File: config.mk
export PLATFORM = sky130hd
export DESIGN_NAME = bfra_ctrl
export DESIGN_NICKNAME = d
export VERILOG_FILES = /design/src/hdl/bfra_pkg.sv /design/src/hdl/bfra_ctrl.sv
export SDC_FILE = /design/constraint.sdc
export NUM_CORES = 1
export LEC_CHECK = 0
export ABC_AREA = 1
export BUFFER_PORTS_ARGS = -buffer_cell sky130_fd_sc_hd__buf_2
export CORE_MARGIN = 2
export CORE_UTILIZATION = 43
export DETAILED_ROUTE_END_ITERATION = 10
export PLACE_DENSITY = 0.75
export SLEW_MARGIN = 30
export SYNTH_ARGS = -nofsm -noshare
export SYNTH_HDL_FRONTEND = slang
export SYNTH_SLANG_ARGS = --single-unit
File: constraint.sdc
create_clock -name clk -period 1.2 [get_ports clk]
set_input_delay 0.06 -clock clk [delete_from_list [all_inputs] [get_ports clk]]
set_output_delay 0.06 -clock clk [all_outputs]
set_load 0.01 [all_outputs]
File: src/hdl/bfra_pkg.sv
// shared types, codes and defaults of the best-fit range allocator
package bfra_pkg;

	// default sizes
	localparam int MAX_SLOTS_DEF   = 4096;
	localparam int MAX_RANGES_DEF  = 64;
	localparam int MAX_PENDING_DEF = 64;
	localparam int FENCE_W         = 64;
	localparam int STATUS_W        = 3;
	localparam int CMD_W           = 2;

	// command codes
	typedef enum logic [CMD_W-1:0] {
		CMD_ALLOC = 2'd0,
		CMD_FREE  = 2'd1,
		CMD_DEFER = 2'd2,
		CMD_FLUSH = 2'd3
	} cmd_t;

	// result status codes
	typedef enum logic [STATUS_W-1:0] {
		ST_OK        = 3'd0,
		ST_EXHAUSTED = 3'd1,
		ST_ZERO      = 3'd2,
		ST_QFULL     = 3'd3,
		ST_TFULL     = 3'd4
	} status_t;

	// controller states
	typedef enum logic [3:0] {
		S_IDLE,
		S_DECODE,
		S_A_SCAN,
		S_A_CARVE,
		S_A_SHIFT,
		S_R_CLIP,
		S_R_STEP,
		S_R_OK,
		S_R_FAIL,
		S_F_FETCH,
		S_F_EVAL,
		S_RESP
	} state_t;

	// datapath operations, one per cycle
	typedef enum logic [3:0] {
		OP_NONE,
		OP_LOAD,
		OP_DEFER,
		OP_SCAN,
		OP_CARVE,
		OP_SHIFT,
		OP_SHIFT_END,
		OP_REL_CLIP,
		OP_REL_STEP,
		OP_REL_RESTART,
		OP_REL_COMMIT,
		OP_FL_REL,
		OP_FL_KEEP,
		OP_FL_DONE,
		OP_FL_END
	} dp_op_t;

	// controller to datapath
	typedef struct packed {
		dp_op_t  op;
		logic    st_we;
		status_t st;
	} ctl_cmd_t;

	// datapath to controller
	typedef struct packed {
		cmd_t cmd;
		logic cnt_zero;
		logic q_full;
		logic scan_more;
		logic best_v;
		logic carve_zero;
		logic shift_more;
		logic clip_out;
		logic rel_end;
		logic wpass;
		logic over;
		logic fl_more;
		logic fl_match;
	} dp_sts_t;

endpackage

File: src/hdl/bfra_ctrl.sv
// controller state machine of the best-fit range allocator
module bfra_ctrl (
	input  logic               clk,
	input  logic               arst_n,
	input  logic               start,
	input  bfra_pkg::dp_sts_t  sts,
	output bfra_pkg::ctl_cmd_t ctl,
	output logic               busy,
	output logic               done
);
	import bfra_pkg::*;

	state_t state_q, state_d;

	// state register
	always_ff @(posedge clk or negedge arst_n) begin
		if (!arst_n) begin
			state_q <= S_IDLE;
		end else begin
			state_q <= state_d;
		end
	end

	// next state and datapath commands
	always_comb begin
		state_d   = state_q;
		ctl.op    = OP_NONE;
		ctl.st_we = 1'b0;
		ctl.st    = ST_OK;
		case (state_q)
			S_IDLE: begin
				if (start) begin
					ctl.op  = OP_LOAD;
					state_d = S_DECODE;
				end
			end
			S_DECODE: begin
				if (sts.cmd != CMD_FLUSH && sts.cnt_zero) begin
					ctl.st_we = 1'b1;
					ctl.st    = ST_ZERO;
					state_d   = S_RESP;
				end else begin
					case (sts.cmd)
						CMD_ALLOC: state_d = S_A_SCAN;
						CMD_FREE:  state_d = S_R_CLIP;
						CMD_DEFER: begin
							if (sts.q_full) begin
								ctl.st_we = 1'b1;
								ctl.st    = ST_QFULL;
							end else begin
								ctl.op = OP_DEFER;
							end
							state_d = S_RESP;
						end
						default:   state_d = S_F_FETCH;
					endcase
				end
			end
			S_A_SCAN: begin
				if (sts.scan_more) begin
					ctl.op = OP_SCAN;
				end else if (sts.best_v) begin
					state_d = S_A_CARVE;
				end else begin
					ctl.st_we = 1'b1;
					ctl.st    = ST_EXHAUSTED;
					state_d   = S_RESP;
				end
			end
			S_A_CARVE: begin
				ctl.op  = OP_CARVE;
				state_d = sts.carve_zero ? S_A_SHIFT : S_RESP;
			end
			S_A_SHIFT: begin
				if (sts.shift_more) begin
					ctl.op = OP_SHIFT;
				end else begin
					ctl.op  = OP_SHIFT_END;
					state_d = S_RESP;
				end
			end
			S_R_CLIP: begin
				ctl.op  = OP_REL_CLIP;
				state_d = sts.clip_out ? S_R_OK : S_R_STEP;
			end
			S_R_STEP: begin
				if (!sts.rel_end) begin
					ctl.op = OP_REL_STEP;
				end else if (!sts.wpass) begin
					if (sts.over) begin
						state_d = S_R_FAIL;
					end else begin
						ctl.op = OP_REL_RESTART;
					end
				end else begin
					ctl.op  = OP_REL_COMMIT;
					state_d = S_R_OK;
				end
			end
			S_R_OK: begin
				if (sts.cmd == CMD_FLUSH) begin
					ctl.op  = OP_FL_DONE;
					state_d = S_F_FETCH;
				end else begin
					state_d = S_RESP;
				end
			end
			S_R_FAIL: begin
				ctl.st_we = 1'b1;
				ctl.st    = ST_TFULL;
				if (sts.cmd == CMD_FLUSH) begin
					ctl.op  = OP_FL_KEEP;
					state_d = S_F_FETCH;
				end else begin
					state_d = S_RESP;
				end
			end
			S_F_FETCH: begin
				if (sts.fl_more) begin
					state_d = S_F_EVAL;
				end else begin
					ctl.op  = OP_FL_END;
					state_d = S_RESP;
				end
			end
			S_F_EVAL: begin
				if (sts.fl_match) begin
					ctl.op  = OP_FL_REL;
					state_d = S_R_CLIP;
				end else begin
					ctl.op  = OP_FL_KEEP;
					state_d = S_F_FETCH;
				end
			end
			S_RESP: state_d = S_IDLE;
			default: state_d = S_IDLE;
		endcase
	end

	// handshake
	assign busy = (state_q != S_IDLE);
	assign done = (state_q == S_RESP);

endmodule

==> impl_metrics.ini <==
[power_and_ir_drop]
ir_worst_vdd_v = 0.001764
power_leakage_nw = 0.7377
powerDensity_nw_per_um2 = 2357

[yosys]
synth_xor_area_share_pct = 0
synth_cell_types = 18
synthAdderAreaFrac_pct = 0
synth-seq-cells = 4
yosys.area_share.simple_pct = 62.59
syn_avg_cell_area_um2 = 4.898
syn_area_um2 = 685.7
synth_compound_area_share_pct = 9.124
syn-num-nets = 157
ys_seq_area_share_pct = 14.60
netlist_instances = 140
yosys_warnings = 0
synth_mux_area_share_pct = 0
synth_top_family_by_area = simple AND/OR/NAND/NOR gates

[timing]
finalWorstSetupSlack_ns = -0.4719
hold_viol = 0
min_period_over_period_pct = 139.3
whs_ns = 0.1511
slew_headroom_pct = 76.74
setup_viol_count_final = 14
grt_setup_unrepaired = yes
period_needed_ns = 1.672
final.setup_skew_ns = 0.009398
tns_ns = -4.556
slew_viol_final = 0
worst_pin_slew_ns = 0.3482
max_freq_mhz = 598.1

[floorplan]
core_area_um2 = 1506
die_w_um = 43.93
io_pins = 27
initial_utilization_pct = 45.51
num_rows = 14
dieArea_um2 = 1930
die_h_um = 43.93

[setup_path]
arrival_ns = 1.61
startpoint_type = flop
critPathSlowestCell = dfrtp_2
endpoint_kind = output port
path_buf_inv = 2
crit_required_ns = 1.14
crit_family = simple AND/OR/NAND/NOR gates
slowest_delay_ns = 0.43
worstSetupPathType = reg -> out
path_cells = buf_6 -> nor2_4 -> nand2_2 -> o22ai_4 -> nor3_4 -> nand2_1 -> buf_2
path_max_fanout = 4

[layout]
multi_input_area_um2 = 665.6
antenna_cells = 0
nNetsFinal = 211
drive_gt1_share_pct = 53.13
regMostFlops = state_q
largest_reg_flops = 4
syn2layout_area_growth_pct = 79.38
fillCellCount = 102
utilization_pct = 81.64
seqCellArea_um2 = 105.1
top_regs = state_q x4

[grt]
overflow = 0
grt_pass1_wl_um = 4409
antenna_found_initial = 0
grt_max_degree = 9
grt_pass1_vias = 1019
track_usage_pct = 30.33

[run_status]
violations = setup timing
outcome = complete, but fails checks

[place]
dpl.hpwl_um = 1837
port_buffers = 26
gp_congestion = 0.8853

[detailed_routing]
drtIter0Drc = 79
drt-pass1-iter-count = 4
routed_wl_um = 3164
vias = 1177
drtAntennaViolNets = 0
post_drt_wl_per_cell_um = 15.21
via_per_inst = 5.659
drc = 0

[clocking]
clkTransAtPathRegs_ns = 0.04
cts-buffers-inserted = 3
cts_root_buf = clkbuf_4
htree_levels = 1
cts.sinks = 4
clk_path_buf_depth = 2
cts_tree = done
clk_latency_ns = 0.25

[min_path]
min_path_type = in -> async

[run]
maxCapViolCount = 0
-- through the flow --
step	worst slack, ns	total power, mW	instances	area (µm²)
2_1_floorplan	0.005759	1.267	140	698.2
3_3_place_gp	-0.1743	1.740	189	900.9
3_5_place_dp	-0.2181	1.779	189	900.9
4_1_cts	-0.3748	2.398	203	1099
5_1_grt	-0.5246	3.058	208	1230
6_report	-0.4719	2.899	208	1230
-- layout make-up --
type | count | share of cell area [%]
Sequential cell | 4 | 8.545
Timing Repair Buffer | 49 | 26.04
Multi-Input combinational cell | 111 | 54.12
Clock buffer | 3 | 1.831
Inverter | 25 | 7.833
Tap cell | 16 | 1.628
-- what timing repair did --
action,4_1_cts,5_1_grt
endpoints found under the hold margin,4,0
hold buffers,1,0
endpoints found under the setup margin,14,14
pin swaps,13,9
buffers inserted,11,5
resized for setup,29,26
-- cells in the mapped netlist --
| cell type | number | share of area (%) |
|---|---|---|
| a21boi_0 | 1 | 1.1 |
| a21oi_1 | 3 | 2.2 |
| dfrtp_1 | 4 | 15 |
| inv_1 | 21 | 11 |
| inv_2 | 4 | 2.2 |
| nand2_1 | 46 | 25 |
| nand2_2 | 2 | 1.8 |
| nand3_1 | 15 | 11 |
| nand3_2 | 1 | 1.5 |
| nand4_1 | 2 | 1.8 |
| nor2_1 | 26 | 14 |
| nor2_2 | 4 | 3.6 |
| nor3_1 | 2 | 1.5 |
| nor3b_1 | 1 | 1.1 |
| o21ai_0 | 5 | 3.6 |
| o21ai_2 | 1 | 1.3 |
| o22ai_1 | 1 | 0.91 |
| or2_1 | 1 | 0.91 |
-- final timing paths --
check,startpoint,endpoint,slack [ns],depth (start not counted)
setup / recovery,state_q[3],ctl[4],-0.47,7
min in group clk,sts[6],state_q[3],0.25,6
hold / removal,arst_n,state_q[0],0.15,2
setup reg to reg,state_q[3],state_q[1],-0.30,10
hold reg to reg,state_q[1],state_q[1],0.68,2
max in group asynchronous,arst_n,state_q[1],0.90,2
-- metal layers --
metal / part of all wire, % / track usage, %
met1: 36 / 36.27
met2: 49 / 51.47
met4: 5.0 / 18.79
met5: 0 / 0
met3: 9.3 / 2.917
-- placed cells by master, fill, tap and decap left out, types with 6 or more instances in the layout --
master,n
inv_1,18
nand3_1,11
nor2_4,7
inv_2,6
nand2_1,33
nor2_1,15
nand2_2,11
buf_4,18
nor2_2,8
buf_2,26
-- cells by family after synthesis --
family	count (synthesis)
AOI/OAI and AO/OA	11
buffers and inverters	25
DFF	4
and+or+nand+nor	100
-- power by group --
part	internal, mW	switching [mW]
clock	0.113	0.0661
combinational	1.02	1.35
sequential	0.215	0.128
total	1.35	1.55
Power figures use the tool's default switching activity.
